[src/rtl/scle_pkg.sv]
// Shared constants, codes and controller/datapath handshake structs for the
// serial command line editor. No dependencies.
`timescale 1ns / 1ps
`default_nettype none

package scle_pkg;

   // Line store geometry
   localparam int LINE_DEPTH = 32;
   localparam int LEN_W      = $clog2(LINE_DEPTH);
   localparam logic [LEN_W-1:0] FULL_LEN = LEN_W'(LINE_DEPTH - 2);

   // Character codes
   localparam logic [7:0] CH_NUL = 8'h00;
   localparam logic [7:0] CH_BS  = 8'h08;
   localparam logic [7:0] CH_LF  = 8'h0A;
   localparam logic [7:0] CH_CR  = 8'h0D;
   localparam logic [7:0] CH_SP  = 8'h20;

   // Input command codes
   localparam logic CMD_BYTE  = 1'b0;
   localparam logic CMD_FETCH = 1'b1;

   // Result kinds
   localparam logic [1:0] KIND_ECHO = 2'd0;
   localparam logic [1:0] KIND_CMD  = 2'd1;
   localparam logic [1:0] KIND_NONE = 2'd2;

   // Line status codes
   localparam logic [1:0] ST_CLEAR     = 2'd0;
   localparam logic [1:0] ST_RECEIVING = 2'd1;
   localparam logic [1:0] ST_RECEIVED  = 2'd2;

   // Result sequence being played out
   typedef enum logic [2:0] {
      SEQ_CHAR  = 3'd0,
      SEQ_BS    = 3'd1,
      SEQ_EOL   = 3'd2,
      SEQ_NONE  = 3'd3,
      SEQ_FETCH = 3'd4
   } seq_type;

   // Controller -> datapath
   typedef struct packed {
      logic capture;   // latch the incoming item
      logic update;    // apply the item to the line state, pick sequence
      logic emit;      // load the next result into the output register
   } ctl_cmd_type;

   // Datapath -> controller
   typedef struct packed {
      logic no_result; // latched item produces nothing
      logic seq_last;  // current sequence step is the final one
      logic out_free;  // output register can take a result this cycle
   } ctl_sts_type;

endpackage

`default_nettype wire

[src/rtl/scle_ctrl.sv]
// Sequencing controller for the serial command line editor.
// Depends on scle_pkg; drives the datapath through ctl_cmd_type.
`timescale 1ns / 1ps
`default_nettype none

module scle_ctrl (
   input  wire logic                 clock,
   input  wire logic                 reset,
   input  wire logic                 req_valid,
   output logic                      req_ready,
   input  wire scle_pkg::ctl_sts_type sts,
   output scle_pkg::ctl_cmd_type     cmd
);

   typedef enum logic [3:0] {
      S_IDLE   = 4'b0001,
      S_DECODE = 4'b0010,
      S_READ   = 4'b0100,
      S_EMIT   = 4'b1000
   } state_type;

   state_type state_ff, state_in;

   always_comb begin
      state_in    = state_ff;
      cmd.capture = 1'b0;
      cmd.update  = 1'b0;
      cmd.emit    = 1'b0;
      unique case (state_ff)
         S_IDLE: begin
            cmd.capture = req_valid;
            if (req_valid) state_in = S_DECODE;
         end
         S_DECODE: begin
            cmd.update = 1'b1;
            state_in   = sts.no_result ? S_IDLE : S_READ;
         end
         S_READ: begin
            // store read data lands this cycle
            state_in = S_EMIT;
         end
         S_EMIT: begin
            if (sts.out_free) begin
               cmd.emit = 1'b1;
               state_in = sts.seq_last ? S_IDLE : S_READ;
            end
         end
         default: begin
            state_in = S_IDLE;
         end
      endcase
   end

   assign req_ready = (state_ff == S_IDLE);

   always_ff @(posedge clock) begin
      if (reset) begin
         state_ff <= S_IDLE;
      end else begin
         state_ff <= state_in;
      end
   end

endmodule

`default_nettype wire

[src/rtl/scle_dp.sv]
// Datapath of the serial command line editor: line memory, length and
// status registers, result sequencing and the output register. Uses scle_pkg.
`timescale 1ns / 1ps
`default_nettype none

module scle_dp (
   input  wire logic                 clock,
   input  wire logic                 reset,
   input  wire scle_pkg::ctl_cmd_type cmd,
   output scle_pkg::ctl_sts_type     sts,
   input  wire logic                 req_command,
   input  wire logic [7:0]           req_rx_byte,
   output logic                      rsp_valid,
   input  wire logic                 rsp_ready,
   output logic [1:0]                rsp_kind,
   output logic [7:0]                rsp_data,
   output logic                      rsp_last,
   output logic [1:0]                rsp_line_status
);

   localparam int LW = scle_pkg::LEN_W;

   // Line memory; it also serves as the command store (see top level).
   logic [7:0] line_mem [scle_pkg::LINE_DEPTH];
   logic [7:0] rd_data_ff;

   logic          item_cmd_ff;
   logic [7:0]    item_byte_ff;

   logic [LW-1:0] len_ff, len_in;
   logic          zero_seen_ff, zero_seen_in;
   logic [LW-1:0] zero_pos_ff, zero_pos_in;
   logic [LW-1:0] cmd_len_ff, cmd_len_in;
   logic [1:0]    status_ff, status_in;

   scle_pkg::seq_type seq_ff, seq_in;
   logic [LW-1:0]     idx_ff, idx_in;

   logic          rsp_valid_ff, rsp_valid_in;
   logic [1:0]    rsp_kind_ff;
   logic [7:0]    rsp_data_ff;
   logic          rsp_last_ff;
   logic [1:0]    rsp_status_ff;

   logic          is_fetch, is_drop, is_bs, is_eol, is_char;
   logic [LW-1:0] len_dec;
   logic [1:0]    emit_kind;
   logic [7:0]    emit_data;
   logic          seq_last;

   // Item classification
   always_comb begin
      is_fetch = (item_cmd_ff == scle_pkg::CMD_FETCH);
      is_drop  = !is_fetch && item_byte_ff[7];
      is_bs    = !is_fetch && !is_drop && (item_byte_ff == scle_pkg::CH_BS);
      is_eol   = !is_fetch && !is_drop && !is_bs &&
                 ((item_byte_ff == scle_pkg::CH_LF) || (item_byte_ff == scle_pkg::CH_CR) ||
                  (len_ff >= scle_pkg::FULL_LEN));
      is_char  = !is_fetch && !is_drop && !is_bs && !is_eol;
      len_dec  = len_ff - LW'(1);
   end

   // Line state update
   always_comb begin
      len_in       = len_ff;
      zero_seen_in = zero_seen_ff;
      zero_pos_in  = zero_pos_ff;
      cmd_len_in   = cmd_len_ff;
      status_in    = status_ff;
      seq_in       = seq_ff;
      idx_in       = idx_ff;
      if (cmd.update) begin
         idx_in = '0;
         priority if (is_fetch) begin
            if (status_ff == scle_pkg::ST_RECEIVED) begin
               seq_in    = scle_pkg::SEQ_FETCH;
               status_in = scle_pkg::ST_CLEAR;
            end else begin
               seq_in = scle_pkg::SEQ_NONE;
            end
         end else if (is_drop) begin
            seq_in = scle_pkg::SEQ_NONE;
         end else if (is_bs) begin
            seq_in = scle_pkg::SEQ_BS;
            if (len_ff != '0) begin
               len_in = len_dec;
               // the first zero was the last char: no zero left
               if (zero_seen_ff && (zero_pos_ff == len_dec)) zero_seen_in = 1'b0;
            end
         end else if (is_eol) begin
            seq_in       = scle_pkg::SEQ_EOL;
            cmd_len_in   = zero_seen_ff ? zero_pos_ff : len_ff;
            len_in       = '0;
            zero_seen_in = 1'b0;
            status_in    = scle_pkg::ST_RECEIVED;
         end else begin
            seq_in    = scle_pkg::SEQ_CHAR;
            len_in    = len_ff + LW'(1);
            status_in = scle_pkg::ST_RECEIVING;
            if ((item_byte_ff == scle_pkg::CH_NUL) && !zero_seen_ff) begin
               zero_seen_in = 1'b1;
               zero_pos_in  = len_ff;
            end
         end
      end else if (cmd.emit) begin
         idx_in = idx_ff + LW'(1);
      end
   end

   // Current result of the sequence
   always_comb begin
      emit_kind = scle_pkg::KIND_ECHO;
      emit_data = item_byte_ff;
      seq_last  = 1'b1;
      unique case (seq_ff)
         scle_pkg::SEQ_CHAR: begin
            emit_data = item_byte_ff;
         end
         scle_pkg::SEQ_BS: begin
            emit_data = (idx_ff == LW'(1)) ? scle_pkg::CH_SP : scle_pkg::CH_BS;
            seq_last  = (idx_ff == LW'(2));
         end
         scle_pkg::SEQ_EOL: begin
            emit_data = (idx_ff == '0) ? scle_pkg::CH_CR : scle_pkg::CH_LF;
            seq_last  = (idx_ff == LW'(1));
         end
         scle_pkg::SEQ_NONE: begin
            emit_kind = scle_pkg::KIND_NONE;
            emit_data = scle_pkg::CH_NUL;
         end
         scle_pkg::SEQ_FETCH: begin
            emit_kind = scle_pkg::KIND_CMD;
            seq_last  = (idx_ff == cmd_len_ff);
            emit_data = seq_last ? scle_pkg::CH_NUL : rd_data_ff;
         end
         default: begin
            emit_kind = scle_pkg::KIND_NONE;
            emit_data = scle_pkg::CH_NUL;
         end
      endcase
   end

   assign sts.seq_last  = seq_last;
   assign sts.no_result = is_drop || (is_bs && (len_ff == '0));
   assign sts.out_free  = !rsp_valid_ff || rsp_ready;

   always_comb begin
      rsp_valid_in = rsp_valid_ff;
      if (cmd.emit)      rsp_valid_in = 1'b1;
      else if (rsp_ready) rsp_valid_in = 1'b0;
   end

   // Line memory: one write port, one registered read port
   always_ff @(posedge clock) begin
      if (cmd.update && is_char) line_mem[len_ff] <= item_byte_ff;
      rd_data_ff <= line_mem[idx_ff];
   end

   // Payload registers
   always_ff @(posedge clock) begin
      if (cmd.capture) begin
         item_cmd_ff  <= req_command;
         item_byte_ff <= req_rx_byte;
      end
      if (cmd.emit) begin
         rsp_kind_ff   <= emit_kind;
         rsp_data_ff   <= emit_data;
         rsp_last_ff   <= seq_last;
         rsp_status_ff <= status_ff;
      end
      zero_pos_ff <= zero_pos_in;
      seq_ff      <= seq_in;
      idx_ff      <= idx_in;
   end

   // Control state
   always_ff @(posedge clock) begin
      if (reset) begin
         len_ff       <= '0;
         zero_seen_ff <= 1'b0;
         cmd_len_ff   <= '0;
         status_ff    <= scle_pkg::ST_CLEAR;
         rsp_valid_ff <= 1'b0;
      end else begin
         len_ff       <= len_in;
         zero_seen_ff <= zero_seen_in;
         cmd_len_ff   <= cmd_len_in;
         status_ff    <= status_in;
         rsp_valid_ff <= rsp_valid_in;
      end
   end

   assign rsp_valid       = rsp_valid_ff;
   assign rsp_kind        = rsp_kind_ff;
   assign rsp_data        = rsp_data_ff;
   assign rsp_last        = rsp_last_ff;
   assign rsp_line_status = rsp_status_ff;

endmodule

`default_nettype wire

[src/rtl/serial_command_line_editor.sv]
// Top level of the serial command line editor: controller plus datapath.
// Depends on scle_pkg, scle_ctrl and scle_dp.
//
// Input channel (req_): one item is either a received serial byte
// (req_command = 0, byte on req_rx_byte) or a fetch of the completed
// command (req_command = 1). Result channel (rsp_): zero or more items per
// input item; rsp_last marks the final one, rsp_line_status carries the
// line status after that input item.
// Timing: an input item is accepted in the idle state and decoded in the
// next cycle; then each result passes through a memory-read state and an
// output-load state, which waits while the output register is full. No new
// item is accepted until the last result is loaded. Bytes that give nothing
// (above 0x7F, backspace on an empty line) return to idle after decode. A
// fetch gives up to LINE_DEPTH-1 results, so the line memory's single read
// port sets the rate of a readout.
// The completed command is read straight from the line memory: it stays
// intact until the next stored character, which also drops the status to
// receiving and so makes the old command unreachable. Its length is the
// line length, or the position of the first zero byte if one was typed.
// Reset: line empty, no command, status clear, no result pending; no
// clearing pass is needed. A stalled receiver holds the current result in
// the output register; the block waits to load the next one until it moves.
`timescale 1ns / 1ps
`default_nettype none

module serial_command_line_editor (
   input  wire logic       clock,
   input  wire logic       reset,
   input  wire logic       req_valid,
   output logic            req_ready,
   input  wire logic       req_command,
   input  wire logic [7:0] req_rx_byte,
   output logic            rsp_valid,
   input  wire logic       rsp_ready,
   output logic [1:0]      rsp_kind,
   output logic [7:0]      rsp_data,
   output logic            rsp_last,
   output logic [1:0]      rsp_line_status
);

   scle_pkg::ctl_cmd_type cmd;
   scle_pkg::ctl_sts_type sts;

   scle_ctrl u_ctrl (
      .clock     (clock),
      .reset     (reset),
      .req_valid (req_valid),
      .req_ready (req_ready),
      .sts       (sts),
      .cmd       (cmd)
   );

   scle_dp u_dp (
      .clock           (clock),
      .reset           (reset),
      .cmd             (cmd),
      .sts             (sts),
      .req_command     (req_command),
      .req_rx_byte     (req_rx_byte),
      .rsp_valid       (rsp_valid),
      .rsp_ready       (rsp_ready),
      .rsp_kind        (rsp_kind),
      .rsp_data        (rsp_data),
      .rsp_last        (rsp_last),
      .rsp_line_status (rsp_line_status)
   );

   // One item at a time: no acceptance right after an acceptance.
   a_no_back_to_back: assert property (@(posedge clock) disable iff (reset)
      (req_valid && req_ready) |=> !req_ready)
      else $error("input accepted while previous item in progress");

   // A no-command result stands alone.
   a_none_is_last: assert property (@(posedge clock) disable iff (reset)
      (rsp_valid && (rsp_kind == scle_pkg::KIND_NONE)) |-> rsp_last)
      else $error("no-command result not marked last");

   // A readout ends in a zero terminator and leaves the status clear.
   a_fetch_end: assert property (@(posedge clock) disable iff (reset)
      (rsp_valid && (rsp_kind == scle_pkg::KIND_CMD) && rsp_last) |->
      ((rsp_data == scle_pkg::CH_NUL) && (rsp_line_status == scle_pkg::ST_CLEAR)))
      else $error("command readout end malformed");

   // Command bytes only ever report a cleared status.
   a_fetch_status: assert property (@(posedge clock) disable iff (reset)
      (rsp_valid && (rsp_kind == scle_pkg::KIND_CMD)) |->
      (rsp_line_status == scle_pkg::ST_CLEAR))
      else $error("command byte with status not clear");

endmodule

`default_nettype wire

[config.mk]
export PLATFORM = sky130hd
export DESIGN_NAME = serial_command_line_editor
export DESIGN_NICKNAME = d
export VERILOG_FILES = /design/src/rtl/scle_pkg.sv /design/src/rtl/scle_ctrl.sv /design/src/rtl/scle_dp.sv /design/src/rtl/serial_command_line_editor.sv
export SDC_FILE = /design/constraint.sdc
export NUM_CORES = 1
export LEC_CHECK = 0
export ABC_AREA = 1
export BUFFER_PORTS_ARGS = -buffer_cell sky130_fd_sc_hd__buf_4
export CORE_UTILIZATION = 45
export CTS_CLUSTER_SIZE = 25
export DETAILED_ROUTE_END_ITERATION = 16
export SLEW_MARGIN = 20
export SYNTH_ARGS = -nofsm -noshare
export SYNTH_HDL_FRONTEND = slang
export SYNTH_SLANG_ARGS = --single-unit
[constraint.sdc]
create_clock -name clock -period 4 [get_ports clock]
set_input_delay 0.4 -clock clock [delete_from_list [all_inputs] [get_ports clock]]
set_output_delay 0.4 -clock clock [all_outputs]
set_load 0.02 [all_outputs]
==> flow_metrics.env <==
export IMPL_ctsHoldBuffers=0
export IMPL_ys_ff_latch=317
export IMPL_grt_usage_pct=22.7
export IMPL_power_density_nw_per_um2=496
export IMPL_grt_max_degree=112
export IMPL_most_common_layout_cells="286 x edfxtp_1, 189 x nor2_1, 148 x nand2_1"
export IMPL_die_x_um=172
export IMPL_worst_setup_path_start_kind="flip-flop"
export IMPL_skew_ps=24.4
export IMPL_ys_warn_count=0
export IMPL_synthCells=1112
export IMPL_ant_nets=0
export IMPL_syn_area_per_cell_um2=11.6
export IMPL_antenna_found_initial=0
export IMPL_critPathMaxFanout=15
export IMPL_root_buffer="clkbuf_16"
export IMPL_hold_class="in -> reg"
export IMPL_die_h_um=172
export IMPL_final_util_pct=52.4
export IMPL_ys_flop_type="edfxtp_1"
export IMPL_gp_congestion=0.861
export IMPL_cts_clk_slew_worst_paths_ps=60
export IMPL_drt_iter0_drc=1054
export IMPL_post_route_period_util_pct=72.8
export IMPL_nNetsFinal=1165
export IMPL_rsz0062_at_grt="no"
export IMPL_period_minus_slack_ps=2910
export IMPL_cts_setup_buffers=0
export IMPL_initial_core_util_pct=46.2
export IMPL_fmax_mhz=344
export IMPL_core_area_um2=28000
export IMPL_maxSlewHeadroom_pct=31.4
export IMPL_required_ps=4140
export IMPL_finish_instance_area_um2=14700
export IMPL_finalHoldViolations=0
export IMPL_first_global_vias=8352
export IMPL_nFillCells=2443
export IMPL_reg2reg_slack_ps=1090
export IMPL_ir_worst_vdd_mv=0.336
export IMPL_max_cap_violations=0
export IMPL_cts_path_max_buffers=3
export IMPL_vias=8673
export IMPL_clock_latency_ps=510
export IMPL_grt_pass1_wl_mm=49.1
export IMPL_htree_levels=2
export IMPL_wire_per_inst_um=21.0
export IMPL_area_growth_pct=13.2
export IMPL_antenna_cells=0
export IMPL_total_leakage_power_nw=5.05
export IMPL_drive_gt1_share_pct=9.50
export IMPL_num_rows=61
export IMPL_mostFrequentLayoutCell="edfxtp_1"
export IMPL_ctsResizeCount=0
export IMPL_dr_pass1_iters=5
export IMPL_setup_tns_ps=0
export IMPL_pin_count=28
export IMPL_seq_area_frac_synth_pct=71.1
export IMPL_drt_wl_total_mm=32.5
export IMPL_io_buffers=27
export IMPL_dpl_cell_area_um2=13500
export IMPL_cts_num_sinks=317
export IMPL_slew_violations=0
export IMPL_die_area_um2=29500
export IMPL_setup_viol=0
export IMPL_synth_area_um2=13000
export IMPL_grt_overflow=0
export IMPL_synth_cell_types=40
export IMPL_arrival_ps=3050
export IMPL_outcome="finished clean"
export IMPL_cts_buffers=34
export IMPL_end_kind="flip-flop"
export IMPL_dp_final_hpwl_mm=20.2
export IMPL_viasPerCell=5.61
export IMPL_ys_async_sr_fraction_pct=0
export IMPL_critical_path_class="reg -> reg"
export IMPL_tritoncts="yes"
export IMPL_synth_edf_count=286
export IMPL_drc=0
export IMPL_tightest_slew_ps=1030
[per-layer routing]
layer,global-route usage [%],share of wire [%],up-vias
met5,0,0,-
met4,8.62,3.3,0
met3,4.21,7.8,77
met2,34.9,45,413
met1,32.1,44,4157
li1,-,-,4026
[flip-flops by register name, summed over array words and instances (netlist names)]
name	count
u_dp.line_mem	256
u_dp.item_byte_ff	8
u_dp.rd_data_ff	8
u_dp.rsp_data	8
u_dp.cmd_len_ff	5
u_dp.idx_ff	5
u_dp.len_ff	5
u_dp.zero_pos_ff	5
u_ctrl.state_ff	4
u_dp.seq_ff	3
u_dp.rsp_kind	2
u_dp.rsp_line_status	2
u_dp.status_ff	2
u_dp.is_fetch	1
u_dp.rsp_last	1
u_dp.rsp_valid	1
u_dp.zero_seen_ff	1
[cell usage after synthesis, types with 3 or more instances]
cell type	instances	area share (%)
nand2_2	4	0.19
o22ai_1	66	3.2
nor3_1	8	0.31
o211ai_1	5	0.29
o21ai_0	146	5.6
clkbuf_1	28	0.81
a21oi_1	28	1.1
buf_2	22	0.85
nor2_4	3	0.26
xor2_1	5	0.34
nor2_1	189	5.5
edfxtp_1	286	66
dfxtp_1	31	4.8
nand2_1	148	4.3
o21ai_1	9	0.35
nand4_1	13	0.63
ha_1	9	0.87
inv_1	55	1.6
nand3_1	32	1.2
[cell families after synthesis]
kind of cell / share of synthesized area [%]
compound gates: 10.9
xor+xnor: 0.473
fa+ha+maj: 0.869
buf+inv: 3.69
flops: 71.1
other cells: 0.0290
simple gates: 12.9
[path summary, 6_finish.rpt]
path | from | endpoint | cells after the start
setup / recovery | u_dp.item_byte_ff[0] | u_dp.line_mem[3][3] | 8
hold / removal | req_command | u_dp.is_fetch | 1
setup reg to reg | u_dp.item_byte_ff[0] | u_dp.line_mem[3][3] | 8
hold reg to reg | u_dp.cmd_len_ff[1] | u_dp.cmd_len_ff[1] | 2
[stage by stage]
stage | instances | power (mW) | hold slack [ps] | setup WS (ps)
after floorplan | 1119 | 4.00 | 403 | 1730
after global placement | 1485 | 4.18 | 463 | 1130
after detailed placement | 1485 | 4.18 | 464 | 1100
after CTS | 1546 | 7.31 | 49.6 | 1080
after global routing | 1546 | 7.47 | 51.2 | 796
final | 1546 | 7.28 | 67.5 | 1090
[area by class of cell]
type | count | area, um^2 | share of cell area (%)
multi-input cells | 688 | 3290 | 22.4
inverters | 59 | 229 | 1.56
well taps | 378 | 473 | 3.22
clock buffers | 43 | 906 | 6.18
repair buffers | 43 | 335 | 2.29
flip-flops and latches | 317 | 9210 | 62.8
clock inverters | 18 | 218 | 1.48
[worst max-delay path, stage by stage, from the launching register on]
cell and delay [ps]:
edfxtp_1 730, nor2_1 110, nand2_1 110, nor2_2 50, nor2_1 110, nand4_1 150, inv_1 150, nand2_1 400
nor2_1 720
[report_power, final]
| group | total, mW | internal [mW] | switching, mW |
|---|---|---|---|
| combinational | 0.433 | 0.112 | 0.321 |
| clock | 3.16 | 1.93 | 1.23 |
| sequential | 3.68 | 3.65 | 0.0266 |
No activity file was read; power rests on OpenSTA's default activity.
